==> config.mk <==
export PLATFORM = sky130hd
export DESIGN_NAME = i2c_bit_level_master_flat
export DESIGN_NICKNAME = d
export VERILOG_FILES = /design/src/rtl/i2cbm_pkg.sv /design/src/rtl/i2cbm_cmd_if.sv /design/src/rtl/i2cbm_res_if.sv /design/src/rtl/i2c_bit_level_master.sv /design/src/rtl/i2cbm_front.sv /design/src/rtl/i2cbm_queue.sv /design/src/rtl/i2cbm_back.sv /design/src/flat_wrapper.sv
export SDC_FILE = /design/constraint.sdc
export NUM_CORES = 1
export LEC_CHECK = 0
export BUFFER_PORTS_ARGS = -buffer_cell sky130_fd_sc_hd__buf_2
export CORE_MARGIN = 2
export CORE_UTILIZATION = 60
export CTS_CLUSTER_DIAMETER = 60
export DETAILED_ROUTE_END_ITERATION = 10
export PLACE_DENSITY = 0.81
export SETUP_SLACK_MARGIN = 0.1
export SYNTH_ARGS = -nofsm -noshare
export SYNTH_HDL_FRONTEND = slang
export SYNTH_HIERARCHICAL = 1
export SYNTH_SLANG_ARGS = --single-unit
==> constraint.sdc <==
create_clock -name clk -period 11 [get_ports clk]
set_input_delay 0 -clock clk [delete_from_list [all_inputs] [get_ports clk]]
set_output_delay 0 -clock clk [all_outputs]
set_load 0.05 [all_outputs]
==> src/rtl/i2cbm_pkg.sv <==
`default_nettype none

package i2cbm_pkg;

    localparam int COUNT_BITS = 16;
    localparam int HALF_BITS  = 16;
    localparam logic [HALF_BITS-1:0] HALF_RESET = 16'd50;
    localparam logic [3:0] BITS_PER_BYTE = 4'd8;

    typedef enum logic [2:0] {
        CMD_TICK  = 3'd0,
        CMD_START = 3'd1,
        CMD_STOP  = 3'd2,
        CMD_WRITE = 3'd3,
        CMD_READ  = 3'd4,
        CMD_ACK   = 3'd5,
        CMD_NACK  = 3'd6,
        CMD_ADDR  = 3'd7
    } cmd_t;

    typedef enum logic [4:0] {
        PH_IDLE   = 5'd0,
        PH_ST_A   = 5'd1,
        PH_ST_B   = 5'd2,
        PH_ST_C   = 5'd3,
        PH_SP_A   = 5'd4,
        PH_SP_B   = 5'd5,
        PH_WR_SET = 5'd6,
        PH_WR_HI  = 5'd7,
        PH_WR_LO  = 5'd8,
        PH_AK_REL = 5'd9,
        PH_AK_HI  = 5'd10,
        PH_AK_LO  = 5'd11,
        PH_AK_END = 5'd12,
        PH_RD_REL = 5'd13,
        PH_RD_HI  = 5'd14,
        PH_RD_LO  = 5'd15,
        PH_RD_END = 5'd16,
        PH_MA_SET = 5'd17,
        PH_MA_HI  = 5'd18,
        PH_MA_LO  = 5'd19
    } phase_t;

    // decoded tick as it travels from the front end to the sequencer
    typedef struct packed {
        cmd_t       cmd;
        logic [7:0] load_byte;
        logic       sda_in;
    } tick_entry_t;

    // zero reads as one tick, anything beyond the counter saturates
    function automatic logic [COUNT_BITS-1:0] eff_half(input logic [HALF_BITS-1:0] h);
        logic [31:0] hw;
        logic [31:0] lim;
        hw  = 32'(h);
        lim = 32'((64'd1 << COUNT_BITS) - 64'd1);
        if (hw == 32'd0)
        begin
            hw = 32'd1;
        end
        if (hw > lim)
        begin
            hw = lim;
        end
        return hw[COUNT_BITS-1:0];
    endfunction

endpackage

`default_nettype wire

==> src/rtl/i2cbm_cmd_if.sv <==
`default_nettype none

interface i2cbm_cmd_if;
    logic       valid;
    logic       ready;
    logic [2:0] command;
    logic [7:0] data_byte;
    logic       read_not_write;
    logic       sda_in;

    modport source (output valid, output command, output data_byte,
                    output read_not_write, output sda_in, input ready);
    modport sink   (input valid, input command, input data_byte,
                    input read_not_write, input sda_in, output ready);
endinterface

`default_nettype wire

==> src/rtl/i2cbm_res_if.sv <==
`default_nettype none

interface i2cbm_res_if;
    logic       valid;
    logic       ready;
    logic       scl_level;
    logic       sda_level;
    logic       sda_drive;
    logic       busy_res;
    logic       done_res;
    logic [7:0] received_byte;
    logic       slave_nack;

    modport source (output valid, output scl_level, output sda_level, output sda_drive,
                    output busy_res, output done_res, output received_byte,
                    output slave_nack, input ready);
    modport sink   (input valid, input scl_level, input sda_level, input sda_drive,
                    input busy_res, input done_res, input received_byte,
                    input slave_nack, output ready);
endinterface

`default_nettype wire

==> src/rtl/i2c_bit_level_master.sv <==
// channel   dir  payload                                              handshake
// cmd_ch    in   command, data_byte, read_not_write, sda_in           valid/ready
// res_ch    out  scl_level, sda_level, sda_drive, busy_res, done_res,  valid/ready
//                received_byte, slave_nack
// cfg       in   cfg_wdata (half_period_ticks)                        cfg_we
//
// One transaction in gives one transaction out; the sequencer takes one tick per cycle
// while the result is not stalled. Each tick is decoded into a two-entry queue, then the
// phase update goes into the result register. Reset leaves the bus released high with SDA
// driven and the half period at 50 ticks. A stalled result holds the sequencer; the queue
// holds up to two ticks before the input side stalls.
`default_nettype none

module i2c_bit_level_master
    import i2cbm_pkg::*;
(
    input  wire logic                 clk,
    input  wire logic                 rst_n,
    input  wire logic                 cfg_we,
    input  wire logic [HALF_BITS-1:0] cfg_wdata,
    i2cbm_cmd_if.sink                 cmd_ch,
    i2cbm_res_if.source               res_ch
);

    tick_entry_t push_entry;
    tick_entry_t head;
    logic        push;
    logic        q_ready;
    logic        pop;
    logic        head_valid;

    i2cbm_front u_front (
        .cmd_ch  (cmd_ch),
        .q_ready (q_ready),
        .q_entry (push_entry),
        .q_push  (push)
    );

    i2cbm_queue u_queue (
        .clk        (clk),
        .rst_n      (rst_n),
        .push       (push),
        .push_entry (push_entry),
        .ready      (q_ready),
        .pop        (pop),
        .head       (head),
        .head_valid (head_valid)
    );

    i2cbm_back u_back (
        .clk       (clk),
        .rst_n     (rst_n),
        .cfg_we    (cfg_we),
        .cfg_wdata (cfg_wdata),
        .q_head    (head),
        .q_valid   (head_valid),
        .q_pop     (pop),
        .res_ch    (res_ch)
    );

endmodule

`default_nettype wire

==> src/rtl/i2cbm_front.sv <==
`default_nettype none

module i2cbm_front
    import i2cbm_pkg::*;
(
    i2cbm_cmd_if.sink   cmd_ch,
    input  wire logic   q_ready,
    output tick_entry_t q_entry,
    output logic        q_push
);

    cmd_t cmd;

    assign cmd          = cmd_t'(cmd_ch.command);
    assign cmd_ch.ready = q_ready;
    assign q_push       = cmd_ch.valid && q_ready;

    // pick the byte the sequencer loads into its shift register
    always_comb
    begin
        q_entry.cmd    = cmd;
        q_entry.sda_in = cmd_ch.sda_in;
        unique case (cmd)
            CMD_ADDR:  q_entry.load_byte = {cmd_ch.data_byte[6:0], cmd_ch.read_not_write};
            CMD_WRITE: q_entry.load_byte = cmd_ch.data_byte;
            default:   q_entry.load_byte = 8'd0;
        endcase
    end

endmodule

`default_nettype wire

==> src/rtl/i2cbm_queue.sv <==
`default_nettype none

module i2cbm_queue
    import i2cbm_pkg::*;
(
    input  wire logic        clk,
    input  wire logic        rst_n,
    input  wire logic        push,
    input  wire tick_entry_t push_entry,
    output logic             ready,
    input  wire logic        pop,
    output tick_entry_t      head,
    output logic             head_valid
);

    tick_entry_t slot_reg [2];
    logic       wr_ptr_reg;
    logic       rd_ptr_reg;
    logic [1:0] count_reg;
    logic [1:0] count_next;

    assign ready      = (count_reg != 2'd2);
    assign head_valid = (count_reg != 2'd0);
    assign head       = slot_reg[rd_ptr_reg];

    always_comb
    begin
        count_next = count_reg;
        if (push && !pop)
        begin
            count_next = count_reg + 2'd1;
        end
        else if (pop && !push)
        begin
            count_next = count_reg - 2'd1;
        end
    end

    always_ff @(posedge clk or negedge rst_n)
    begin
        if (!rst_n)
        begin
            wr_ptr_reg <= 1'b0;
            rd_ptr_reg <= 1'b0;
            count_reg  <= 2'd0;
        end
        else
        begin
            count_reg <= count_next;
            if (push)
            begin
                wr_ptr_reg <= ~wr_ptr_reg;
            end
            if (pop)
            begin
                rd_ptr_reg <= ~rd_ptr_reg;
            end
        end
    end

    always_ff @(posedge clk)
    begin
        if (push)
        begin
            slot_reg[wr_ptr_reg] <= push_entry;
        end
    end

endmodule

`default_nettype wire

==> src/rtl/i2cbm_back.sv <==
`default_nettype none

module i2cbm_back
    import i2cbm_pkg::*;
(
    input  wire logic             clk,
    input  wire logic             rst_n,
    input  wire logic             cfg_we,
    input  wire logic [HALF_BITS-1:0] cfg_wdata,
    input  wire tick_entry_t      q_head,
    input  wire logic             q_valid,
    output logic                  q_pop,
    i2cbm_res_if.source           res_ch
);

    logic [HALF_BITS-1:0]  half_reg;
    phase_t                phase_reg, phase_next;
    logic [COUNT_BITS-1:0] tick_reg, tick_next, tick_sum, eff;
    logic [3:0]            bit_reg, bit_next;
    logic [7:0]            shift_reg, shift_next;
    logic                  scl_reg, scl_next;
    logic                  sda_reg, sda_next;
    logic                  drive_reg, drive_next;
    logic                  ack_reg, ack_next;
    logic                  pend_reg, pend_next;
    logic [7:0]            rx_reg, rx_next;
    logic                  done;
    logic                  go;
    logic                  fin;
    phase_t                target;

    logic                  out_valid_reg;
    logic                  out_done_reg;

    assign q_pop = q_valid && (!out_valid_reg || res_ch.ready);
    assign eff   = eff_half(half_reg);

    always_comb
    begin
        phase_next = phase_reg;
        tick_next  = tick_reg;
        bit_next   = bit_reg;
        shift_next = shift_reg;
        scl_next   = scl_reg;
        sda_next   = sda_reg;
        drive_next = drive_reg;
        ack_next   = ack_reg;
        pend_next  = pend_reg;
        rx_next    = rx_reg;
        tick_sum   = tick_reg + COUNT_BITS'(1);
        go         = 1'b0;
        fin        = 1'b0;
        target     = PH_IDLE;

        if (q_pop)
        begin
            if (phase_reg == PH_IDLE)
            begin
                bit_next = 4'd0;
                unique case (q_head.cmd)
                    CMD_START:
                    begin
                        go = 1'b1; target = PH_ST_A;
                    end
                    CMD_STOP:
                    begin
                        go = 1'b1; target = PH_SP_A;
                    end
                    CMD_WRITE:
                    begin
                        shift_next = q_head.load_byte;
                        go = 1'b1; target = PH_WR_SET;
                    end
                    CMD_READ:
                    begin
                        shift_next = 8'd0;
                        go = 1'b1; target = PH_RD_REL;
                    end
                    CMD_ACK:
                    begin
                        sda_next = 1'b0; drive_next = 1'b1; scl_next = 1'b0;
                        go = 1'b1; target = PH_MA_SET;
                    end
                    CMD_NACK:
                    begin
                        sda_next = 1'b1; drive_next = 1'b1; scl_next = 1'b0;
                        go = 1'b1; target = PH_MA_SET;
                    end
                    CMD_ADDR:
                    begin
                        shift_next = q_head.load_byte;
                        pend_next  = 1'b1;
                        go = 1'b1; target = PH_ST_A;
                    end
                    default: ;
                endcase
            end
            else
            begin
                tick_next = tick_sum;
                if (tick_sum >= eff)
                begin
                    unique case (phase_reg)
                        PH_ST_A:   begin go = 1'b1; target = PH_ST_B; end
                        PH_ST_B:   begin go = 1'b1; target = PH_ST_C; end
                        PH_ST_C:
                        begin
                            scl_next = 1'b0;
                            if (pend_reg)
                            begin
                                pend_next = 1'b0;
                                bit_next  = 4'd0;
                                go = 1'b1; target = PH_WR_SET;
                            end
                            else
                            begin
                                fin = 1'b1;
                            end
                        end
                        PH_SP_A:   begin go = 1'b1; target = PH_SP_B; end
                        PH_SP_B:   begin sda_next = 1'b1; fin = 1'b1; end
                        PH_WR_SET: begin go = 1'b1; target = PH_WR_HI; end
                        PH_WR_HI:  begin go = 1'b1; target = PH_WR_LO; end
                        PH_WR_LO:
                        begin
                            shift_next = {shift_reg[6:0], 1'b0};
                            bit_next   = bit_reg + 4'd1;
                            go = 1'b1;
                            target = (bit_next < BITS_PER_BYTE) ? PH_WR_SET : PH_AK_REL;
                        end
                        PH_AK_REL: begin go = 1'b1; target = PH_AK_HI; end
                        PH_AK_HI:
                        begin
                            ack_next = q_head.sda_in;
                            go = 1'b1; target = PH_AK_LO;
                        end
                        PH_AK_LO:  begin go = 1'b1; target = PH_AK_END; end
                        PH_AK_END: fin = 1'b1;
                        PH_RD_REL: begin go = 1'b1; target = PH_RD_HI; end
                        PH_RD_HI:
                        begin
                            shift_next = {shift_reg[6:0], q_head.sda_in};
                            go = 1'b1; target = PH_RD_LO;
                        end
                        PH_RD_LO:
                        begin
                            bit_next = bit_reg + 4'd1;
                            go = 1'b1;
                            target = (bit_next < BITS_PER_BYTE) ? PH_RD_HI : PH_RD_END;
                        end
                        PH_RD_END:
                        begin
                            drive_next = 1'b1;
                            rx_next    = shift_reg;
                            fin = 1'b1;
                        end
                        PH_MA_SET: begin go = 1'b1; target = PH_MA_HI; end
                        PH_MA_HI:  begin go = 1'b1; target = PH_MA_LO; end
                        PH_MA_LO:  begin sda_next = 1'b0; fin = 1'b1; end
                        default:   fin = 1'b1;
                    endcase
                end
            end
        end

        // entry actions of the new phase see the updated shift register
        if (go)
        begin
            phase_next = target;
            tick_next  = '0;
            unique case (target)
                PH_ST_A:   begin sda_next = 1'b1; drive_next = 1'b1; end
                PH_ST_B:   scl_next = 1'b1;
                PH_ST_C:   sda_next = 1'b0;
                PH_SP_A:   begin sda_next = 1'b0; drive_next = 1'b1; end
                PH_SP_B:   scl_next = 1'b1;
                PH_WR_SET:
                begin
                    scl_next = 1'b0; drive_next = 1'b1; sda_next = shift_next[7];
                end
                PH_WR_HI:  scl_next = 1'b1;
                PH_WR_LO:  scl_next = 1'b0;
                PH_AK_REL: drive_next = 1'b0;
                PH_AK_HI:  scl_next = 1'b1;
                PH_AK_LO:  scl_next = 1'b0;
                PH_AK_END: drive_next = 1'b1;
                PH_RD_REL: begin drive_next = 1'b0; scl_next = 1'b0; end
                PH_RD_HI:  scl_next = 1'b1;
                PH_RD_LO:  scl_next = 1'b0;
                PH_MA_HI:  scl_next = 1'b1;
                PH_MA_LO:  scl_next = 1'b0;
                default: ;
            endcase
        end

        done = fin;
        if (fin)
        begin
            phase_next = PH_IDLE;
            tick_next  = '0;
        end
    end

    always_ff @(posedge clk or negedge rst_n)
    begin
        if (!rst_n)
        begin
            half_reg      <= HALF_RESET;
            phase_reg     <= PH_IDLE;
            tick_reg      <= '0;
            bit_reg       <= 4'd0;
            shift_reg     <= 8'd0;
            scl_reg       <= 1'b1;
            sda_reg       <= 1'b1;
            drive_reg     <= 1'b1;
            ack_reg       <= 1'b0;
            pend_reg      <= 1'b0;
            rx_reg        <= 8'd0;
            out_valid_reg <= 1'b0;
            out_done_reg  <= 1'b0;
        end
        else
        begin
            if (cfg_we)
            begin
                half_reg <= cfg_wdata;
            end
            phase_reg <= phase_next;
            tick_reg  <= tick_next;
            bit_reg   <= bit_next;
            shift_reg <= shift_next;
            scl_reg   <= scl_next;
            sda_reg   <= sda_next;
            drive_reg <= drive_next;
            ack_reg   <= ack_next;
            pend_reg  <= pend_next;
            rx_reg    <= rx_next;
            if (q_pop)
            begin
                out_valid_reg <= 1'b1;
                out_done_reg  <= done;
            end
            else if (res_ch.ready)
            begin
                out_valid_reg <= 1'b0;
            end
        end
    end

    // state registers only move on a pop, so they double as the result payload
    assign res_ch.valid         = out_valid_reg;
    assign res_ch.scl_level     = scl_reg;
    assign res_ch.sda_level     = sda_reg;
    assign res_ch.sda_drive     = drive_reg;
    assign res_ch.busy_res      = (phase_reg != PH_IDLE);
    assign res_ch.done_res      = out_done_reg;
    assign res_ch.received_byte = rx_reg;
    assign res_ch.slave_nack    = ack_reg;

endmodule

`default_nettype wire
==> src/flat_wrapper.sv <==
// flat-port wrapper written by rule: the top's interface ports become plain ports
module i2c_bit_level_master_flat import i2cbm_pkg::*;
  (clk, rst_n, cfg_we, cfg_wdata, cmd_ch_valid, cmd_ch_command, cmd_ch_data_byte, cmd_ch_read_not_write, cmd_ch_sda_in, cmd_ch_ready, res_ch_valid, res_ch_scl_level, res_ch_sda_level, res_ch_sda_drive, res_ch_busy_res, res_ch_done_res, res_ch_received_byte, res_ch_slave_nack, res_ch_ready);
  i2cbm_cmd_if cmd_ch_i ();
  i2cbm_res_if res_ch_i ();
  input  wire logic clk;
  input  wire logic rst_n;
  input  wire logic cfg_we;
  input  wire logic [HALF_BITS-1:0] cfg_wdata;
  input wire logic [$bits(cmd_ch_i.valid)-1:0] cmd_ch_valid;
  input wire logic [$bits(cmd_ch_i.command)-1:0] cmd_ch_command;
  input wire logic [$bits(cmd_ch_i.data_byte)-1:0] cmd_ch_data_byte;
  input wire logic [$bits(cmd_ch_i.read_not_write)-1:0] cmd_ch_read_not_write;
  input wire logic [$bits(cmd_ch_i.sda_in)-1:0] cmd_ch_sda_in;
  output wire logic [$bits(cmd_ch_i.ready)-1:0] cmd_ch_ready;
  output wire logic [$bits(res_ch_i.valid)-1:0] res_ch_valid;
  output wire logic [$bits(res_ch_i.scl_level)-1:0] res_ch_scl_level;
  output wire logic [$bits(res_ch_i.sda_level)-1:0] res_ch_sda_level;
  output wire logic [$bits(res_ch_i.sda_drive)-1:0] res_ch_sda_drive;
  output wire logic [$bits(res_ch_i.busy_res)-1:0] res_ch_busy_res;
  output wire logic [$bits(res_ch_i.done_res)-1:0] res_ch_done_res;
  output wire logic [$bits(res_ch_i.received_byte)-1:0] res_ch_received_byte;
  output wire logic [$bits(res_ch_i.slave_nack)-1:0] res_ch_slave_nack;
  input wire logic [$bits(res_ch_i.ready)-1:0] res_ch_ready;
  assign cmd_ch_i.valid = cmd_ch_valid;
  assign cmd_ch_i.command = cmd_ch_command;
  assign cmd_ch_i.data_byte = cmd_ch_data_byte;
  assign cmd_ch_i.read_not_write = cmd_ch_read_not_write;
  assign cmd_ch_i.sda_in = cmd_ch_sda_in;
  assign cmd_ch_ready = cmd_ch_i.ready;
  assign res_ch_valid = res_ch_i.valid;
  assign res_ch_scl_level = res_ch_i.scl_level;
  assign res_ch_sda_level = res_ch_i.sda_level;
  assign res_ch_sda_drive = res_ch_i.sda_drive;
  assign res_ch_busy_res = res_ch_i.busy_res;
  assign res_ch_done_res = res_ch_i.done_res;
  assign res_ch_received_byte = res_ch_i.received_byte;
  assign res_ch_slave_nack = res_ch_i.slave_nack;
  assign res_ch_i.ready = res_ch_ready;
  i2c_bit_level_master u_core (.clk(clk), .rst_n(rst_n), .cfg_we(cfg_we), .cfg_wdata(cfg_wdata), .cmd_ch(cmd_ch_i), .res_ch(res_ch_i));
endmodule
==> Word-level counts from Yosys, hierarchy flattened <==
Memories as Yosys holds them, arrays and structs flattened.
Cells that the tools add are included.
{ "word_totals": {"register_bits": 68, "ramBits": 24, "inputBits": 34, "out_inout_bits": 16, "elab_cells": 182, "mem_count": 1} }
{ "classes": {"add_sub_neg": 4, "n_lt_le_gt_ge": 3, "eq_ne": 49, "n_mux": 68, "n_bitwise": 3, "n_reduce_logical": 37} }
{ "mem_list": {"columns": ["memory", "depth", "word_bits", "rd", "rd_ports_with_merged_regs", "write_ports", "line", "rtl"], "rows": [
  ["u_core.u_queue.slot_reg", 2, 12, 1, 0, 1, "i2cbm_queue.sv:16", "tick_entry_t slot_reg [2];"]
]} }
{ "ops": {"columns": ["op", "n"], "rows": [
  ["2-to-1 mux 16 bit", 6],
  ["equality test 5 x 4 -> 1 bit (second input constant)", 15],
  ["case mux 5 bit (15 select lines)", 1],
  ["case mux 8 bit (2 select lines)", 3],
  ["equality test 5 x 3 -> 1 bit (second input constant)", 8],
  ["2-to-1 mux 1 bit", 33],
  ["greater-than comparator 32 x 16 -> 1 bit (second input constant)", 1],
  ["equality test 5 bit (second input constant)", 6],
  ["2-to-1 mux 5 bit", 6],
  ["case mux 5 bit (5 select lines)", 1],
  ["2-to-1 mux 8 bit", 3],
  ["equality test 5 x 2 -> 1 bit (second input constant)", 4],
  ["AND reduction 4 bit", 5],
  ["adder 16 x 1 -> 16 bit (second input constant)", 1],
  [">= comparator 16 bit", 1],
  ["zero test 16 bit", 1],
  ["2-to-1 mux 4 bit", 4],
  ["equality test 3 bit (second input constant)", 5],
  ["OR reduction 14 bit", 1],
  ["case mux 1 bit (2 select lines)", 6],
  ["nonzero test 2 bit", 6],
  ["OR reduction 2 bit", 6],
  ["OR reduction 6 bit", 2],
  ["equality test 5 x 1 -> 1 bit (second input constant)", 2],
  ["24 further kinds", 37]
]} }

==> Logic depth before layout (Yosys ltp) <==
Gate-level depths: netlist (run 1).
{ "logic_depth": {"ltp_word": 12, "mapped_depth": 17, "ltp_nobuf": 15} }

==> Cells and area by module <==
Netlist (run 1), hierarchy kept.
{ "by_module_without_submodules": {"columns": ["mod", "n_inst", "cells_per_inst", "area_per_inst_um2", "seq_area_each_um2"], "rows": [
  ["i2cbm_back", 1, 454, 3963.8, 1609.0],
  ["i2cbm_queue", 1, 53, 1089.8, 820.8],
  ["i2cbm_front", 1, 24, 168.9, 0.0]
]} }

==> Least setup slack after synthesis (run 1) <==
No wires, ideal clock.
{ "synth_timing": {"path_type": "register to register", "from": "register u_core.u_back.tick_reg[0]", "to": "register u_core.u_back.sda_reg, in the netlist u_core/u_back/res_ch.sda_level", "setup_time_ns": 0.060, "arrival_time_ns": 3.675, "required_time_ns": 10.940, "setup_slack_ns": 7.266, "path_stages_with_launch": 16, "n_path_buf": 1, "period_less_slack_ns": 3.734, "path_cell_list": "dfrtp_1 -> ha_1 -> nand3_1 -> nor2_1 -> and3_1 -> clkbuf_1 -> nand3_1 -> xnor2_1 -> ha_1 -> nand3_1 -> or3_1 -> o21ai_1 -> o211ai_2 -> or3b_4 -> nor4b_2 -> a211o_1"} }
{ "synth_via": {"elab_chain_cells": 9, "elab_cells_between_ends": 21, "cone_classes": "add/sub (1); order compare (1); eq/ne (4); mux (14); reduce/logical (1)"} }
{ "synth_lines": {"columns": ["element", "line", "rtl"], "rows": [
  ["start: declaration", "i2cbm_back.sv:18", "logic [COUNT_BITS-1:0] tick_reg, tick_next, tick_sum, eff;"],
  ["start signal: assignment", "i2cbm_back.sv:229", "tick_reg <= tick_next;"],
  ["adder 16 x 1 -> 16 bit (*)", "i2cbm_back.sv:50", "tick_sum = tick_reg + COUNT_BITS'(1);"],
  [">= comparator 16 bit (*)", "i2cbm_back.sv:101", "if (tick_sum >= eff)"],
  ["2-to-1 mux 5 bit", "i2cbm_back.sv:101", null],
  ["2-to-1 mux 5 bit", "i2cbm_back.sv:57", "if (phase_reg == PH_IDLE)"],
  ["2-to-1 mux 5 bit", "i2cbm_back.sv:55", "if (q_pop)"],
  ["equality test 5 x 3 -> 1 bit or equality test 5 x 2 -> 1 bit (tied branches)", "i2cbm_back.sv:171", "unique case (target)"],
  ["OR reduction 2 bit (no line)", null, null],
  ["case mux 1 bit (3 select lines)", "i2cbm_back.sv:171", null],
  ["2-to-1 mux 1 bit (*)", "i2cbm_back.sv:167", "if (go)"],
  ["net u_core.u_back.sda_next", "i2cbm_back.sv:22", "logic sda_reg, sda_next;"],
  ["end signal: assignment", "i2cbm_back.sv:233", "sda_reg <= sda_next;"],
  ["end: declaration", "i2cbm_back.sv:22", null]
]} }
Mark *: on every way through the listed nets, which the timed path passes. The rest lies on a longest branch. The select of a mux whose other input is x is not followed.
A chain may end at the register's enable or synchronous reset.

==> Worst setup path in the final report (run 1) <==
{ "layout_timing": {"from": "register u_core.u_back.tick_reg[0]", "to": "register u_core.u_back.tick_reg[2]"} }
{ "layout_via": {"elab_chain_cells": 7, "elab_cells_between_ends": 15, "cone_classes": "add/sub (1); order compare (1); eq/ne (1); mux (10); reduce/logical (2)"} }
{ "layout_lines": {"columns": ["element", "line"], "rows": [
  ["adder 16 x 1 -> 16 bit (*)", "i2cbm_back.sv:50"],
  [">= comparator 16 bit", "i2cbm_back.sv:101"],
  ["2-to-1 mux 1 bit", "i2cbm_back.sv:101"],
  ["2-to-1 mux 1 bit", "i2cbm_back.sv:57"],
  ["2-to-1 mux 1 bit", "i2cbm_back.sv:55"],
  ["inequality test 3 bit (no line) (tied with other cells)", null],
  ["AND reduction 2 bit (no line) or 2-to-1 mux 16 bit (tied branches)", null]
]} }
Mark *: on every way between the ends. The rest lies on a longest branch, timed or not. The select of a mux whose other input is x is not followed.

==> results of run 1 <==
-- timing repair --
item | 4_1_cts | 5_1_grt
hold buffers | 23 | 0
hold endpoints to repair | 87 | 0
endpoints found under the setup margin | 0 | 0
-- area by class of cell --
type	instances	area share [%]
tap	108	2.30
inverter	20	1.32
timing repair buffer	74	8.35
clock buffer	9	2.11
sequential	92	41.4
multi-input combinational	388	43.5
clock inverter	7	1.09
-- metrics by stage --
| step | utilization, % | power (mW) | std cells |
|---|---|---|---|
| after CTS | 68.4 | 1.26 | 698 |
| after global routing | 68.4 | 1.35 | 698 |
| after floorplan | - | 0.917 | 531 |
| after detailed placement | 63.5 | 1.04 | 659 |
| after global placement | 63.5 | 1.02 | 659 |
| final | 68.4 | 1.27 | 698 |
-- report_power, final --
group	total (mW)	switching [mW]	leakage, nW	internal (mW)
sequential	0.511	0.0826	1.10	0.429
combinational	0.540	0.344	1.48	0.196
clock	0.217	0.130	0.0903	0.0873
-- worst register-to-register path, delay by kind of cell (launching register included) --
kind / cells / cell delay, ps
XOR/XNOR: 1 / 220
AND/OR/NAND/NOR: 7 / 1770
flip-flops: 1 / 440
AO/OA/AOI/OAI: 5 / 1290
adder cells (fa/ha/maj): 2 / 550
-- routing by layer --
metal / part of all wire [%] / track usage (%) / up-vias
met5: 0 / 0 / -
met4: 1.9 / 9.08 / 0
met3: 5.8 / 4.46 / 20
met2: 49 / 41.7 / 178
met1: 43 / 34.1 / 2037
li1: - / - / 2011
-- layout by cell type, fill, tap and decap left out, drive strengths merged, types with 6 or more instances in the layout --
master / netlist / final
nand2: 65 / 65
a22oi: 6 / 6
mux2i: 10 / 10
and3: 9 / 9
inv: 20 / 24
a21oi: 18 / 18
nor2b: 10 / 10
dfrtp: 62 / 62
nor2: 39 / 39
nand3: 17 / 17
nand2b: 12 / 12
clkbuf: 17 / 9
xor2: 13 / 13
nor3: 9 / 9
edfxtp: 24 / 24
ha: 19 / 19
xnor2: 9 / 9
dfstp: 6 / 6
dlygate4sd3: 0 / 23
buf: 14 / 51
o21ai: 64 / 64
mux2: 22 / 22
-- path summary, 6_finish.rpt --
check,start,endpoint,slack [ps],cells past startpoint
min reg2reg,u_core/u_queue/count_reg[1],u_core/u_queue/count_reg[1],500,1
min in group asynchronous,rst_n,u_core/u_back/half_reg[0],340,3
min,cmd_ch_data_byte[7],u_core/u_queue/slot_reg[1][8],20,3
max,u_core/u_back/tick_reg[0],u_core/u_back/tick_reg[2],6650,15
max reg2reg,u_core/u_back/tick_reg[0],u_core/u_back/tick_reg[2],6650,15
max in group asynchronous,rst_n,u_core/u_back/res_ch.received_byte[0],10090,3
-- logic make-up after synthesis --
kind of cell	Yosys count
DFF	92
AOI/OAI and AO/OA	132
xor gates and xnor gates	22
muxes	32
and+or+nand+nor	183
adders and majority gates	19
buffers and inverters	51
==> reports/qor.yml, run 1 <==
clocking:
  clk_latency_ps: 360
  htree_levels: 3
  cts_setup_buffers: 0
  cts_resized: 0
  cts_tree: "built"
  cts_buffers: 9
  cts-root-buf: "clkbuf_8"
  clockBufferDepth: 2
  clock-sinks: 92
  cts.clk_slew.worst_paths_ps: 100
worst_setup_path:
  crit_family: "simple AND/OR/NAND/NOR gates"
  critPathLaunchType: "flip-flop"
  worstPathRequired_ps: 11290
  path_class: "flip-flop to flip-flop"
  cp.arrival_ps: 4630
  crit_slowest_cell: "o21a_1"
  critical_path.most_common_cell: "o21ai_0"
  crit_chain: "ha_1, nand3_1, nor2_1, and3_1, nand3_1, xnor2_1, ha_1, o21ai_0, o21ai_0, a221oi_1, o21a_1, nand2_1, nor2_1, nand2_1, o21ai_0"
  worst-path-buf-inv: 0
  max_stage_delay_ps: 530
  crit_path_max_fanout: 14
  cp-end-kind: "flip-flop"
finish:
  largest_register_ffs: 24
  syn2layout_area_growth_pct: 12.5
  multi_input_area_um2: 2550
  antenna_cells: 0
  fillers: 668
  finalNetCount: 638
  finalInstanceArea_um2: 5870
  seq_area_um2: 2430
  layout-drive-gt1-share_pct: 18.1
synthesis:
  netlist_area_um2: 5220
  ys_async_sr_fraction_pct: 73.9
  yosysUniqueCellTypes: 66
  synth_warnings: 6
  synth_compound_area_share_pct: 16.1
  synthCells: 531
  synth.top_cells.by_count: "nand2_1 (65), dfrtp_1 (62), o21ai_0 (62), nor2_1 (38), edfxtp_1 (24)"
  synthAdderAreaFrac_pct: 4.55
  synthXorXnorAreaFrac_pct: 3.69
  synth_edf_count: 24
  synth_seq_area_share_pct: 46.5
  ys_ff_latch: 92
  syn_area_per_cell_um2: 9.84
  synth_nets: 584
  synth.area.top_cells: "dfrtp_1 (30%), edfxtp_1 (14%), o21ai_0 (5.9%), nand2_1 (4.7%), ha_1 (4.6%)"
  yosysTopAreaCell: "dfrtp_1"
  yosysMostFrequentCell: "nand2_1"
  synth_top_family_by_area: "simple AND/OR/NAND/NOR gates"
  synth.mux.area_fraction_pct: 7.31
  synth_top_area_share_pct: 29.7
  yosys.area_share.simple_pct: 17.1
  synth_flop_cell: "dfrtp_1"
floorplan:
  rows: 34
  core_area_um2: 8590
  ios: 50
  dieHeight_um: 97.3
  dieWidth_um: 97.3
  dieArea_um2: 9470
  initial_core_util_pct: 60.8
global_routing:
  grt_pass1_vias: 4075
  gr-total-overflow: 0
  grtUsageTotal_pct: 25.3
  antenna_found_initial: 0
  grt_max_degree: 69
  grt_pass1_wl_um: 19400
routing:
  drt_iter0_markers: 317
  dr.pass1.iters: 5
  drc: 0
  detail-route-antenna-nets: 0
  wl_um: 11800
  vias_per_cell: 6.08
  vias: 4246
  wl_per_cell_um: 16.9
placed_design:
  post-dp-hpwl_um: 8150
  pre_cts_ws_ps: 6750
  placed_area_um2: 5460
  io_buffers: 49
  gp_congestion: 0.919
sta:
  report.final.slew_viol_count: 0
  fin_crit_ps: 4350
  slew_headroom_pct: 27.0
  fin_skew_ps: 11.8
  fin_crit_sh_pct: 39.5
  tns_ps: 0
  timing.final.ws_setup_ps: 6650
  max_freq_mhz: 230
  finalSetupViolCount: 0
  rsz0062_at_grt: "no"
  hold_slack_ps: 23.3
  tightest_slew_ps: 1090
  hold_viol: 0
outcome:
  status: "finished, final reports clean"
power_and_ir_drop:
  irDropWorstVdd_mv: 0.144
  p_per_area_nw_per_um2: 216
  p_leak_nw: 2.68
run:
  cap_violations: 0
worst_hold_path:
  hp-class: "input port to flip-flop"
Power figures use the tool's default switching activity.
==> run 2, diff against run 1 <==
clock period = 4.1 ns   (was 11 ns; I/O delays follow)
==> run 2 against run 1 <==
Against the previous run:
- sequential share of layout area shrank 0.48 points
- via count shrank 0.26%
- largest power group unchanged
- highest routed layer unchanged
- critical path depth grew 1
- worst hold slack lost 7.5 ps
- total power grew to 2.7 times the previous value
- non-clock buffer count grew 6
- combinational power grew to 2.7 times the previous value
- critical path type unchanged
- global-route usage grew 0.59 points
==> reports/qor.yml, run 2 (synthesized netlist as in run 1, its figures left out) <==
finish:
  final_cell_mix: "nand2_1 (64), o21ai_0 (62), dfrtp_1 (61), buf_2 (49), nor2_1 (36)"
  finalNetCount: 644  # +0.94%
  largest_register_ffs: 24  # unchanged
  utilization_pct: 69.2  # +0.83 points
  final_cells: 704  # +0.86%
  layout_commonest_cell: "nand2_1"
  layout-drive-gt1-share_pct: 20.5  # +2.3 points
  antenna_cells: 0  # unchanged
  syn2layout_area_growth_pct: 13.8
clocking:
  cts.clk_slew.worst_paths_ps: 100  # about the same
  clk_latency_ps: 370  # about the same
  cts_buffers: 9  # unchanged
  htree_levels: 3  # unchanged
  cts_tree: "built"
  cts-root-buf: "clkbuf_8"
  clockBufferDepth: 2  # unchanged
  clock-sinks: 92  # unchanged
sta:
  slew_headroom_pct: 30.8  # +3.8 points
  fin_crit_sh_pct: 92.7  # +53 points
  tns_ps: 0  # unchanged
  tightest_slew_ps: 1040  # -56.3 ps
  rsz0062_at_grt: "yes"
  max_freq_mhz: 263  # +14%
  hold_viol: 0  # unchanged
  fin_skew_ps: 10.4  # -1.40 ps
  report.final.slew_viol_count: 0  # unchanged
  finalSetupViolCount: 0  # unchanged
  fin_crit_ps: 3800  # -545 ps
run:
  cap_violations: 0  # unchanged
worst_setup_path:
  rr_worst_depth: 16  # +1
  cp-end-kind: "flip-flop"
  r2r-start: "u_core/u_back/tick_reg[0]"
  r2r-end: "u_core/u_back/res_ch.sda_level"
  cp.arrival_ps: 4110  # -520 ps
  worstPathRequired_ps: 4410  # -6880 ps
  path_class: "flip-flop to flip-flop"
  rrSetupSlack_ps: 300  # -6350 ps
  critPathLaunchType: "flip-flop"
  crit_path_max_fanout: 7  # -7
worst_hold_path:
  min_from: "cmd_ch_data_byte[1]"
  hp-class: "input port to flip-flop"
  whs_endpoint: "u_core/u_queue/slot_reg[1][2]"
  min_path_cells: 3  # unchanged
power_and_ir_drop:
  p_per_area_nw_per_um2: 578  # +170%
  irDropWorstVdd_mv: 0.371  # +160%
  pwr-share-comb_pct: 42.9  # +0.4 points
  pwr-share-seq_pct: 39.8  # -0.5 points
  p_switching_mw: 1.50  # +170%
  pwr-share-clk_pct: 17.4  # +0.3 points
  swShare_pct: 43.6  # -0.26 points
  p_int_mw: 1.94  # +170%
  p_leak_nw: 2.71  # +1.3%
placed_design:
  io_buffers: 49  # unchanged
  post-dp-hpwl_um: 8260  # +1.3%
  numPlacedInstances: 666  # +1.1%
  gp_congestion: 0.950  # +3.4%
floorplan:
  ios: 50  # unchanged
  dieWidth_um: 97.3  # unchanged
  initial_core_util_pct: 60.8  # unchanged
  core_area_um2: 8590  # unchanged
  dieHeight_um: 97.3  # unchanged
  dieArea_um2: 9470  # unchanged
  rows: 34  # unchanged
global_routing:
  grtUsageTotal_pct: 25.9  # +0.59 points
  grt_pass1_vias: 4195  # +2.9%
  grt_max_degree: 69  # unchanged
  antenna_found_initial: 0  # unchanged
  gr-total-overflow: 0  # unchanged
  grt_pass1_wl_um: 19800  # +2.5%
routing:
  drt_iter0_markers: 290  # -8.5%
  detail-route-antenna-nets: 0  # unchanged
  vias_per_cell: 6.02  # -1.1%
  drc: 0  # unchanged
  vias: 4235  # -0.26%
  dr.pass1.iters: 5  # unchanged
  wl_um: 11900  # +0.77%
  wl_per_cell_um: 16.9  # about the same
outcome:
  status: "finished, final reports clean"
run 2: per-stage QoR:
| step | cell area [um^2] | total power, mW | hold slack, ps | setup WS, ps |
|---|---|---|---|---|
| floorplan | 5220 | 2.46 | -296 | 366 |
| global placement | 5510 | 2.77 | 187 | 334 |
| detailed placement | 5510 | 2.81 | 193 | 155 |
| CTS | 5920 | 3.43 | 2.16 | 109 |
| global route | 5950 | 3.65 | 7.14 | 27.0 |
| finish | 5950 | 3.44 | 15.8 | 299 |
run 2: power by group through the flow:
stage               sequential (mW)  clock (mW)  combinational, mW
detailed placement             1.38           0               1.43
global route                   1.39       0.650               1.61
CTS                            1.36       0.612               1.46
finish                         1.37       0.597               1.47
global placement               1.37           0               1.40
floorplan                      1.33           0               1.13
run 2: timing repair:
item                       CTS  global route
hold endpoints to repair    87             0
setup buffers                0             0
setup endpoints to repair    0            39
hold buffers                22             0
gates resized for setup      0             9
run 2: worst max-delay path, cell delays in order (launching register included):
cell	delay, ps
dfrtp_2	430
ha_1	250
nand3_1	180
nor2_2	200
and3_2	270
nand3_1	100
xnor2_1	220
ha_1	280
o21ai_0	150
o21ai_0	120
a221oi_2	250
o21ai_1	140
buf_4	190
o21ai_2	130
or3b_4	410
nor4b_2	270
a211o_1	140
run 2: how the worst max path moves through the flow:
stage	startpoint	slack (ps)	cells past startpoint	to
2_1_floorplan	u_core/u_back/tick_reg[0]	370	15	u_core/u_back/res_ch.sda_level
3_3_place_gp	u_core/u_back/tick_reg[0]	330	12	u_core/u_back/res_ch.received_byte[3]
3_5_place_dp	u_core/u_back/tick_reg[0]	160	12	u_core/u_back/res_ch.received_byte[5]
4_1_cts	u_core/u_back/tick_reg[0]	110	16	u_core/u_back/res_ch.sda_level
5_1_grt	u_core/u_back/tick_reg[0]	30	17	u_core/u_back/res_ch.sda_level
6_report	u_core/u_back/tick_reg[0]	300	16	u_core/u_back/res_ch.sda_level
run 2: area by class of cell:
cell class              count  area [um^2]
flip-flops and latches     92         2430
clock buffers               9          124
well taps                 108          135
repair buffers             80          533
fillers                   640         2650
clock inverters             7         70.1
inverters                  20         77.6
multi-input cells         388         2570
run 2: per-layer routing:
metal / share of wire [%] / global-route usage [%]
met1: 43 / 33.7
met4: 1.5 / 7.80
met3: 5.1 / 4.46
met2: 51 / 44.8
met5: 0 / 0
